`config.mk`:
```
export PLATFORM = sky130hd
export DESIGN_NAME = mm4_controller
export DESIGN_NICKNAME = d
export VERILOG_FILES = /design/src/mm4_pkg.sv /design/src/mm4_controller.sv
export SDC_FILE = /design/constraint.sdc
export NUM_CORES = 1
export LEC_CHECK = 0
export BUFFER_PORTS_ARGS = -buffer_cell sky130_fd_sc_hd__buf_2
export CORE_AREA = 2 2 39 41
export DETAILED_ROUTE_END_ITERATION = 12
export DIE_AREA = 0 0 41 43
export GPL_TIMING_DRIVEN = 1
export HOLD_SLACK_MARGIN = 0.15
export SLEW_MARGIN = 20
export SYNTH_ARGS = -nofsm -noshare
export SYNTH_HDL_FRONTEND = slang
export SYNTH_SLANG_ARGS = --single-unit
```
`constraint.sdc`:
```
create_clock -name clk -period 3.5 [get_ports clk]
set_input_delay 0.35 -clock clk [delete_from_list [all_inputs] [get_ports clk]]
set_output_delay 0.35 -clock clk [all_outputs]
set_load 0.02 [all_outputs]
```
`src/mm4_pkg.sv`:
```
// Shared types, widths and command/status structs of the 4x4 fixed-point matrix multiplier.
package mm4_pkg;

  localparam int FRAC_BITS = 16;
  localparam int DATA_W = 32;
  localparam int DIM = 4;
  localparam int IDX_W = 2;
  localparam int PROD_W = 2 * DATA_W;
  localparam int ACC_W = PROD_W + 2;
  localparam int HI_W = ACC_W - FRAC_BITS - DATA_W + 1;

  typedef logic [IDX_W-1:0] idx_t;
  typedef logic signed [DATA_W-1:0] data_t;
  typedef logic [DIM*DATA_W-1:0] row_t;
  typedef logic signed [PROD_W-1:0] prod_t;
  typedef logic signed [ACC_W-1:0] acc_t;

  localparam idx_t LAST_IDX = idx_t'(DIM - 1);
  localparam data_t SAT_MAX = {1'b0, {(DATA_W-1){1'b1}}};
  localparam data_t SAT_MIN = {1'b1, {(DATA_W-1){1'b0}}};

  typedef struct packed {
    logic in_ready;
    logic rd_en;
    idx_t row;
    idx_t kk;
    logic load;
    logic out_last;
  } cmd_t;

  typedef struct packed {
    logic go_accept;
    logic acc_done;
    logic out_free;
  } status_t;

endpackage

```
`src/mm4_controller.sv`:
```
// Sequencer that steps rows and inner-product terms through the datapath and loads results.
module mm4_controller (
  input  logic clk,
  input  logic rst,
  input  mm4_pkg::status_t status,
  output mm4_pkg::cmd_t cmd
);

  typedef enum logic [1:0] {
    IDLE,
    RUN,
    DRAIN,
    LOAD
  } state_t;

  state_t state;
  state_t state_next;
  mm4_pkg::idx_t r;
  mm4_pkg::idx_t r_next;
  mm4_pkg::idx_t k;
  mm4_pkg::idx_t k_next;

  always_comb begin
    state_next = state;
    r_next = r;
    k_next = k;
    unique case (state)
      IDLE: begin
        if (status.go_accept) begin
          state_next = RUN;
          r_next = '0;
          k_next = '0;
        end
      end
      RUN: begin
        k_next = k + 1'b1;
        if (k == mm4_pkg::LAST_IDX) begin
          state_next = DRAIN;
        end
      end
      DRAIN: begin
        if (status.acc_done) begin
          state_next = LOAD;
        end
      end
      LOAD: begin
        if (status.out_free) begin
          if (r == mm4_pkg::LAST_IDX) begin
            state_next = IDLE;
          end else begin
            state_next = RUN;
            r_next = r + 1'b1;
            k_next = '0;
          end
        end
      end
      default: state_next = IDLE;
    endcase
  end

  always_ff @(posedge clk) begin
    if (rst) begin
      state <= IDLE;
      r <= '0;
      k <= '0;
    end else begin
      state <= state_next;
      r <= r_next;
      k <= k_next;
    end
  end

  assign cmd.in_ready = (state == IDLE);
  assign cmd.rd_en = (state == RUN);
  assign cmd.row = r;
  assign cmd.kk = k;
  assign cmd.load = (state == LOAD) && status.out_free;
  assign cmd.out_last = (r == mm4_pkg::LAST_IDX);

endmodule
```
### Word level (Yosys, flattened, before mapping)

Index checks and enable logic that the tools add are counted.

* equal/unequal tests: 10
* reduce and logical (&&, ||, !) cells: 7
* $add $sub $neg: 2
* multiplexer cells: 13

Operators by type and width (count)
* two-way mux 2 bit: 9
* AND reduction 4 bit: 3
* == test 2 bit (second input constant): 4
* != test 2 bit (second input constant): 4
* case mux 2 bit (4 select lines): 1
* case mux 2 bit (3 select lines): 1
* adder 2 x 1 -> 2 bit (second input constant): 2
* case mux 2 bit (2 select lines): 1
* nonzero test 3 bit: 1
* == test 2 x 1 -> 1 bit (second input constant): 1
* logical NOT 2 bit: 1
* != test 2 x 1 -> 1 bit (second input constant): 1
* nonzero test 2 bit: 1
* logical AND 1 bit: 1
* two-way mux 1 bit: 1

* output and inout bits: 8
* input bits: 5
* word-level logic and storage cells: 35
* register bits: 6

### Longest topological paths before layout

Gate-level depths: netlist of run 1.

* depth after elaboration: 4
* mapped depth: 6
* gate-level depth less buffers: 6

### Least setup slack after synthesis of run 1

No wires, ideal clock.

* path kind: register -> register
* from: register state[0]
* to: register state[1]
* setup slack: 1.837 ns
* buffers on the path: 0
* period minus slack after synthesis: 1.663 ns
* data arrival time: 1.549 ns
* cell stages (with the launch flop): 7
* setup time: 0.114 ns
* data required time: 3.386 ns
* path through: dfxtp_1 inv_1 ha_1 nor2b_4 a2111oi_4 mux2i_1 nor2_1

RTL lines
* start: declaration: RTL line mm4_controller.sv:16 `state_t state;`
* start signal: assignment: RTL line mm4_controller.sv:67 `state <= state_next;`

### Worst setup path after layout of run 1

* from: register state[0]
* to: register state[1]

* cells in the longest elaborated chain, start to end: 3
* elaborated cells on any way between the ends: 10
* classes of those cells: 7 x eq/ne; 1 x mux; 2 x reduce/logical

RTL lines
* == test 2 x 1 -> 1 bit, or another cell as far along: RTL line mm4_controller.sv:27 `unique case (state)`
* != test 2 x 1 -> 1 bit (no source line) or != test 2 bit (tied branches)
* AND reduction 4 bit (no source line)

Parallel ways exist; a longest one is shown, timed or not.
A chain may end at the register's enable or synchronous reset.

==> results.cfg, run 1 <==
[run_status]
status = completed

[worst_hold_path]
hold_path.class = primary input to flip-flop
hold_start = rst

[critical_path]
crit_path_top_delay_cell = dfxtp_1
required_ns = 3.64
slowest_delay_ns = 0.37
cp_max_fo = 5
critical_path_class = flip-flop to flip-flop
end_kind = flip-flop
critPathBufInv = 1
worstPathCellList = inv_1 > ha_1 > nor2b_4 > a2111oi_4 > mux2i_1 > nor2_1
cp-startpoint = state[0]$_SDFFE_PP0P_
cp_data_arrival_time_ns = 1.80
timing.rr.start = state[0]$_SDFFE_PP0P_
critical_path.top_delay_family = flip-flops
start_kind = flip-flop

[timing]
finClkSkew_ns = 0.00349
fin_crit_sh_pct = 47.6
fin_tns_setup_ns = 0
fin_crit_ns = 1.67
drv_slew = 0
rsz0062_at_grt = false
tightest_slew_ns = 0.321
setup_viol = 0
max_freq_mhz = 600
final_hold_viol_count = 0
relSlewSlack_pct = 78.6

[clocking]
postCtsHoldBufs = 0
cts-htree-levels = 1
clock-sinks = 6
cts_tree = built
cts_buffers = 3
cts_root_buf = clkbuf_4
clk_latency_ns = 0.25
cts_resized = 0
clock_path_buffers = 2
clkTransAtPathRegs_ns = 0.05
postCtsSetupRepairBufs = 0

[yosys]
yosysTopAreaCell = dfxtp_1
syn_avg_cell_area_um2 = 9.82
synth_top_cell_area_share_pct = 26.0
yosysWarnings = 0
netlist_instances = 47
syn_area_um2 = 462
synth.area.top_cells = dfxtp_1, ha_1, nand2b_1
synth-seq-cells = 6
synth_cell_types = 17
synth-seq-area-share_pct = 26.0
syn_nets = 60

[finish]
drive_gt1_share_pct = 32.3
syn_to_final_growth_pct = 22.2
num_antenna_cells = 0
fin_nets = 77
postLayoutCoreUtil_pct = 40.8

[die]
core_area_mm2 = 0.00138
row_count = 14
ios = 13
dieWidth_um = 41
dieArea_mm2 = 0.00176
die_h_um = 43
initial_core_util_pct = 33.4

[drt]
num_vias = 366
drtPass1Iterations = 2
drtAntennaViolNets = 0
vias_per_cell = 4.69
wl_um = 806
drt_iter0_drc = 5
route.detailed.drc = 0
wl_per_cell_um = 10.3

[power_and_ir_drop]
p_per_area_mw_per_mm2 = 756
max-vdd-ir-drop_uv = 271
cellLeakagePower_nw = 0.276

[placed_design]
dp_hpwl_um = 657
gp_congestion = 0.679
port_buffers = 12

[global_route]
grt.overflow.total = 0
antenna_found_initial = 0
grt_pass1_vias = 336
gr-usage-all-layers_pct = 11.1
grt_pass1_wl_um = 1270
grt_max_degree = 7

[job]
cap_violations = 0
per-stage QoR:
| stage | setup slack, ns | power [mW] | instance area [µm²] | std cells | hold slack [ns] |
|---|---|---|---|---|---|
| 2_1_floorplan | 1.84 | 0.317 | 462 | 47 | 0.419 |
| 3_3_place_gp | 1.85 | 0.368 | 542 | 75 | 0.487 |
| 3_5_place_dp | 1.83 | 0.367 | 542 | 75 | 0.481 |
| 4_1_cts | 1.82 | 0.433 | 564 | 78 | 0.345 |
| 5_1_grt | 1.70 | 0.464 | 564 | 78 | 0.344 |
| 6_report | 1.83 | 0.426 | 564 | 78 | 0.340 |
sequential cells by signal, indices dropped and copies added, names as in the netlist:
name and cells:
k 2, r 2, state 2
cells by family after synthesis:
logic type      after synthesis  synth area share [%]
compound gates               10                  20.1
buf+inv                       3                  2.44
mux                           1                  2.17
flops                         6                  26.0
fa+ha+maj                     8                  21.7
simple gates                 19                  27.6
layout by cell type (no fill, tap or decap):
master	Yosys	layout
buf_2	0	12
nand2b_1	8	8
ha_1	8	8
dfxtp_1	6	6
a21oi_1	5	5
inv_1	3	3
clkbuf_4	0	3
nor2b_4	2	2
a211oi_2	2	2
nand3_1	2	2
nand3b_1	2	2
a21o_1	2	2
and2_1	1	1
nor3_1	1	1
nor2b_1	1	1
a2111oi_4	1	1
mux2i_1	1	1
nor2_1	1	1
nand2_1	1	1
layout make-up:
class                   instances  area (µm²)
multi-input cells              38         330
well taps                      16        20.0
flip-flops and latches          6         120
fillers                       157         820
clock buffers                   3        22.5
repair buffers                 12        60.1
inverters                       3        11.3
power breakdown:
group | leakage [nW] | internal, mW | total, mW | switching (mW)
Clock | 0.0138 | 0.0388 | 0.0642 | 0.0254
Combinational | 0.213 | 0.123 | 0.260 | 0.138
Sequential | 0.0488 | 0.0844 | 0.102 | 0.0177
path summary, 6_finish.rpt:
kind | end | slack, ns | cells after the start
max reg2reg | state[1]$_SDFFE_PP0P_ | 1.83 | 6
min | k[0]$_SDFFE_PP0P_ | 0.34 | 2
max | state[1]$_SDFFE_PP0P_ | 1.83 | 6
min reg2reg | k[1]$_SDFFE_PP0P_ | 0.49 | 2
synth_stat cells, drive strengths merged:
library cell and number:
mux2i 1, nand3 2, nor3 1, nor2 1, ha 8, a21oi 5, a21o 2, nor2b 3
nand2b 8, nand2 1, and2 1, a2111oi 1, a211oi 2, dfxtp 6, nand3b 2, inv 3
routing by layer:
metal | up-vias | wire, µm | track usage, %
met5 | - | 0 | 0
met4 | 0 | 31 | 10.0
met3 | 4 | 40 | 3.14
met2 | 11 | 407 | 17.5
met1 | 158 | 327 | 10.7
li1 | 193 | - | -
No activity file was read; power rests on OpenSTA's default activity.
==> run 2: changes to the inputs <==
Settings changed: ABC_AREA from default to 1.
Clock period 3.5 ns to 1.4 ns, I/O delays scaled along.
==> results.cfg, run 2 <==
[worst_hold_path]
hold_path.class = primary input to flip-flop

[yosys]
yosysTopAreaCell = dfxtp_1
syn_avg_cell_area_um2 = 6.43
synth-seq-cells = 6
synth_edf_count = 0
synth_cell_types = 13
synthTopCellsByCount = nand2_1, inv_1, ha_1, nor2_1, dfxtp_1
synth-seq-area-share_pct = 26.3
synth_top_cell_area_share_pct = 26.3
yosysWarnings = 0
syn_nets = 84
async_reset_ff_share_pct = 0
synth.area.top_cells = dfxtp_1, ha_1, nand2_1
netlist_instances = 71
synth_ff_type = dfxtp_1
syn_area_um2 = 457
synth_most_common_cell = nand2_1

[critical_path]
critical_path.top_delay_family = flip-flops
critical_path_class = flip-flop to flip-flop
slowest_delay_ns = 0.37
cp_data_arrival_time_ns = 1.44
end_kind = flip-flop
worstPathCellList = inv_1 > ha_2 > nand2_1 > nand2_2 > inv_2 > nand2_1 > a21oi_1 > nor2_1
required_ns = 1.54
cp_max_fo = 5
critPathBufInv = 2
start_kind = flip-flop
path_common_cell = nand2_1
r2r_slack_ns = 0.10
crit_path_top_delay_cell = dfxtp_2

[drt]
route.detailed.drc = 0
num_vias = 449
drt_iter0_drc = 0
wl_per_cell_um = 8.98
drtPass1Iterations = 1
wl_um = 934
drtAntennaViolNets = 0
vias_per_cell = 4.32

[clocking]
cts-htree-levels = 1
clk_latency_ns = 0.25
clkTransAtPathRegs_ns = 0.06
cts_buffers = 3
clock_path_buffers = 2
clock-sinks = 6
cts_root_buf = clkbuf_4
cts_tree = built

[finish]
fin_nets = 103
syn_to_final_growth_pct = 27.9
fin_area_um2 = 584
num_antenna_cells = 0
final_cell_mix = nand2_1, inv_1, buf_2
reg_top3 = k (2), r (2), state (2)
drive_gt1_share_pct = 25.0
layout_commonest_cell = nand2_1

[die]
ios = 13
core_area_mm2 = 0.00138
row_count = 14
die_h_um = 43
initial_core_util_pct = 33.0
dieWidth_um = 41
dieArea_mm2 = 0.00176

[timing]
max_freq_mhz = 770
setup_viol = 0
fin_crit_ns = 1.30
fin_tns_setup_ns = 0
holdWs_ns = 0.337
tightest_slew_ns = 0.219
rsz0062_at_grt = false
fin_crit_sh_pct = 92.7
finClkSkew_ns = 0.0101
final_hold_viol_count = 0
drv_slew = 0
relSlewSlack_pct = 85.3

[run_status]
status = completed

[power_and_ir_drop]
comb_power_share_pct = 62.3
intPower_uw = 686
p_sw_uw = 684
p_clk_share_pct = 12.5
max-vdd-ir-drop_uv = 882
seq_power_share_pct = 25.2
cellLeakagePower_nw = 0.338
sw_frac_of_total_pct = 49.9
p_per_area_mw_per_mm2 = 2350

[placed_design]
gp_congestion = 0.721
dp_hpwl_um = 734
port_buffers = 12
placed_area_um2 = 544

[global_route]
gr-usage-all-layers_pct = 12.2
antenna_found_initial = 0
grt_max_degree = 7
grt_pass1_vias = 370
grt_pass1_wl_um = 1440
grt.overflow.total = 0

[job]
cap_violations = 0
==> run 2: area by class of cell <==
cell class / count / area, µm²
fill: 152 / 800
timing repair buffer: 14 / 77.6
tap: 16 / 20.0
inverter: 14 / 52.6
sequential: 6 / 123
multi-input combinational: 51 / 289
clock buffer: 3 / 22.5
==> run 2: per-stage QoR <==
| step | total power, mW | utilization, % | setup slack, ns | instances |
|---|---|---|---|---|
| final | 1.37 | 42.2 | 0.102 | 104 |
| after CTS | 1.36 | 41.8 | 0.0144 | 104 |
| after detailed placement | 1.18 | 39.3 | 0.0146 | 100 |
| after global placement | 1.19 | 39.3 | 0.0578 | 100 |
| after floorplan | 0.967 | - | 0.0327 | 71 |
| after global routing | 1.51 | 42.2 | 0.00975 | 104 |
==> run 2: timing repair <==
item,in CTS,in global routing
pin swaps,0,1
buffers inserted,0,0
endpoints found under the setup margin,1,8
endpoints found under the hold margin,1,0
hold buffers,1,0
gates resized for setup,1,3
==> run 2: worst reg2reg max path, stage by stage, from the launching register on <==
cell and delay [ns]:
dfxtp_2 0.37, inv_1 0.09, ha_2 0.22, nand2_1 0.08, nand2_2 0.08, inv_2 0.09, nand2_1 0.07, a21oi_1 0.12
nor2_1 0.05
==> run 2: routing by layer <==
metal,up-vias,track usage (%),routed length [µm]
met1,186,14.7,458
met4,0,6.00,10
met2,9,17.2,410
met5,-,0,0
li1,252,-,-
met3,2,6.28,55
==> run 2: power by group through the flow <==
stage                     clock [mW]  sequential (mW)  combinational (mW)
final                          0.171            0.345               0.854
after CTS                      0.174            0.344               0.845
after global placement             0            0.338               0.847
after global routing           0.179            0.361               0.967
after detailed placement           0            0.344               0.835
after floorplan                    0            0.389               0.578
==> run 2: final timing paths <==
check | start | to | cells past startpoint
setup / recovery | state[0]$_SDFFE_PP0P_ | r[0]$_SDFFE_PP0P_ | 8
hold / removal | status[1] | state[1]$_SDFFE_PP0P_ | 6
setup reg to reg | state[0]$_SDFFE_PP0P_ | r[0]$_SDFFE_PP0P_ | 8
hold reg to reg | k[1]$_SDFFE_PP0P_ | k[1]$_SDFFE_PP0P_ | 2
==> run 2: cells by family after synthesis <==
group	count (synthesis)	share of synthesized area, %
AO/OA/AOI/OAI	8	9.31
adder cells (fa/ha/maj)	8	21.9
buffers and inverters	14	11.5
AND/OR/NAND/NOR	35	31.0
flip-flops	6	26.3
==> run 3: changes to the inputs <==
Settings changed: GPL_TIMING_DRIVEN 1 to default.
Clock period 1.4 ns to 1.6 ns, I/O delays scaled along.
==> results.cfg, run 3 (synthesized netlist as in run 2, its figures left out) <==
[run_status]
status = completed

[drt]
wl_per_cell_um = 9.28
wl_um = 956
num_vias = 469
vias_per_cell = 4.55
drt_iter0_drc = 3
route.detailed.drc = 0
drtAntennaViolNets = 0
drtPass1Iterations = 4

[finish]
postLayoutCoreUtil_pct = 41.2
final_cell_mix = nand2_1, inv_1, buf_2
reg_top3 = k (2), r (2), state (2)
fin_nets = 102
num_antenna_cells = 0
drive_gt1_share_pct = 20.7
layout_commonest_cell = nand2_1
syn_to_final_growth_pct = 24.9

[die]
die_h_um = 43
dieWidth_um = 41
dieArea_mm2 = 0.00176
core_area_mm2 = 0.00138
ios = 13
row_count = 14
initial_core_util_pct = 33.0

[critical_path]
critical_path_class = flip-flop to flip-flop
cp_max_fo = 6
slowest_delay_ns = 0.42
required_ns = 1.74
crit_path_top_delay_cell = dfxtp_1
end_kind = flip-flop
start_kind = flip-flop
critical_path.top_delay_family = flip-flops
critPathBufInv = 2
path_common_cell = nand2_1
worstPathCellList = inv_1 > ha_1 > nand2_1 > nand2_2 > inv_2 > nand2_1 > a21oi_1 > nor2_1
cp_data_arrival_time_ns = 1.54

[timing]
final_hold_viol_count = 0
fin_tns_setup_ns = 0
fin_crit_ns = 1.40
tightest_slew_ns = 0.236
drv_slew = 0
relSlewSlack_pct = 84.1
rsz0062_at_grt = false
setup_viol = 0
fin_crit_sh_pct = 87.5
max_freq_mhz = 714
finClkSkew_ns = 0.00531

[placed_design]
dp_hpwl_um = 730
port_buffers = 12
gp_congestion = 0.710

[clocking]
clk_latency_ns = 0.25
cts-htree-levels = 1
clock_path_buffers = 2
cts_buffers = 3
clock-sinks = 6
cts_root_buf = clkbuf_4
clkTransAtPathRegs_ns = 0.05
cts_tree = built

[global_route]
grt.overflow.total = 0
antenna_found_initial = 0
grt_pass1_vias = 408
grt_pass1_wl_um = 1620
gr-usage-all-layers_pct = 14.5
grt_max_degree = 7

[job]
cap_violations = 0

[power_and_ir_drop]
finalPower_mw = 1.16
max-vdd-ir-drop_uv = 774
cellLeakagePower_nw = 0.335
p_per_area_mw_per_mm2 = 2040

[worst_hold_path]
hold_path.class = primary input to flip-flop
run 3: per-stage QoR:
stage,instances,setup WS (ns),area (µm²),hold WS (ns)
final,103,0.200,571,0.366
after global routing,103,0.0507,571,0.455
after CTS,103,0.169,569,0.364
after detailed placement,99,0.178,537,0.347
after global placement,99,0.254,537,0.344
after floorplan,71,0.233,457,0.229
run 3: path summary, 6_finish.rpt:
check / startpoint / end / slack, ns / depth (start not counted)
worst max-delay path: state[1]$_SDFFE_PP0P_ / r[0]$_SDFFE_PP0P_ / 0.20 / 8
worst min-delay path: status[1] / state[1]$_SDFFE_PP0P_ / 0.37 / 6
worst max register to register: state[1]$_SDFFE_PP0P_ / r[0]$_SDFFE_PP0P_ / 0.20 / 8
worst min register to register: k[1]$_SDFFE_PP0P_ / k[1]$_SDFFE_PP0P_ / 0.51 / 2
run 3: report_power, final:
group / internal (mW) / leakage (nW) / switching (mW)
clock network: 0.0850 / 0.0138 / 0.0573
logic: 0.266 / 0.271 / 0.454
registers: 0.223 / 0.0499 / 0.0791
total: 0.574 / 0.335 / 0.590
run 3: per-layer routing:
layer | global-route usage, % | up-vias | wire (µm)
met4 | 12.0 | 0 | 36
met3 | 7.85 | 5 | 56
met5 | 0 | - | 0
met1 | 15.5 | 203 | 435
met2 | 19.7 | 9 | 428
li1 | - | 252 | -
run 3: timing repair:
| item | in CTS | in global routing |
|---|---|---|
| setup endpoints to repair | 0 | 1 |
| hold buffers | 1 | 0 |
| hold endpoints to repair | 1 | 0 |
| resized for setup | 0 | 1 |
| buffers inserted | 0 | 0 |
run 3: layout make-up:
cell class / count / area, µm²
clock buffers: 3 / 22.5
inverters: 14 / 52.6
well taps: 16 / 20.0
flip-flops and latches: 6 / 121
multi-input cells: 51 / 284
fillers: 155 / 813
repair buffers: 13 / 70.1
run 3: tightest hold or removal path: stages:
cell and delay, ns:
buf_2 0.09, inv_1 0.04, nand2_1 0.04, nand2_1 0.09
nor3_1 0.06, nor2_1 0.09
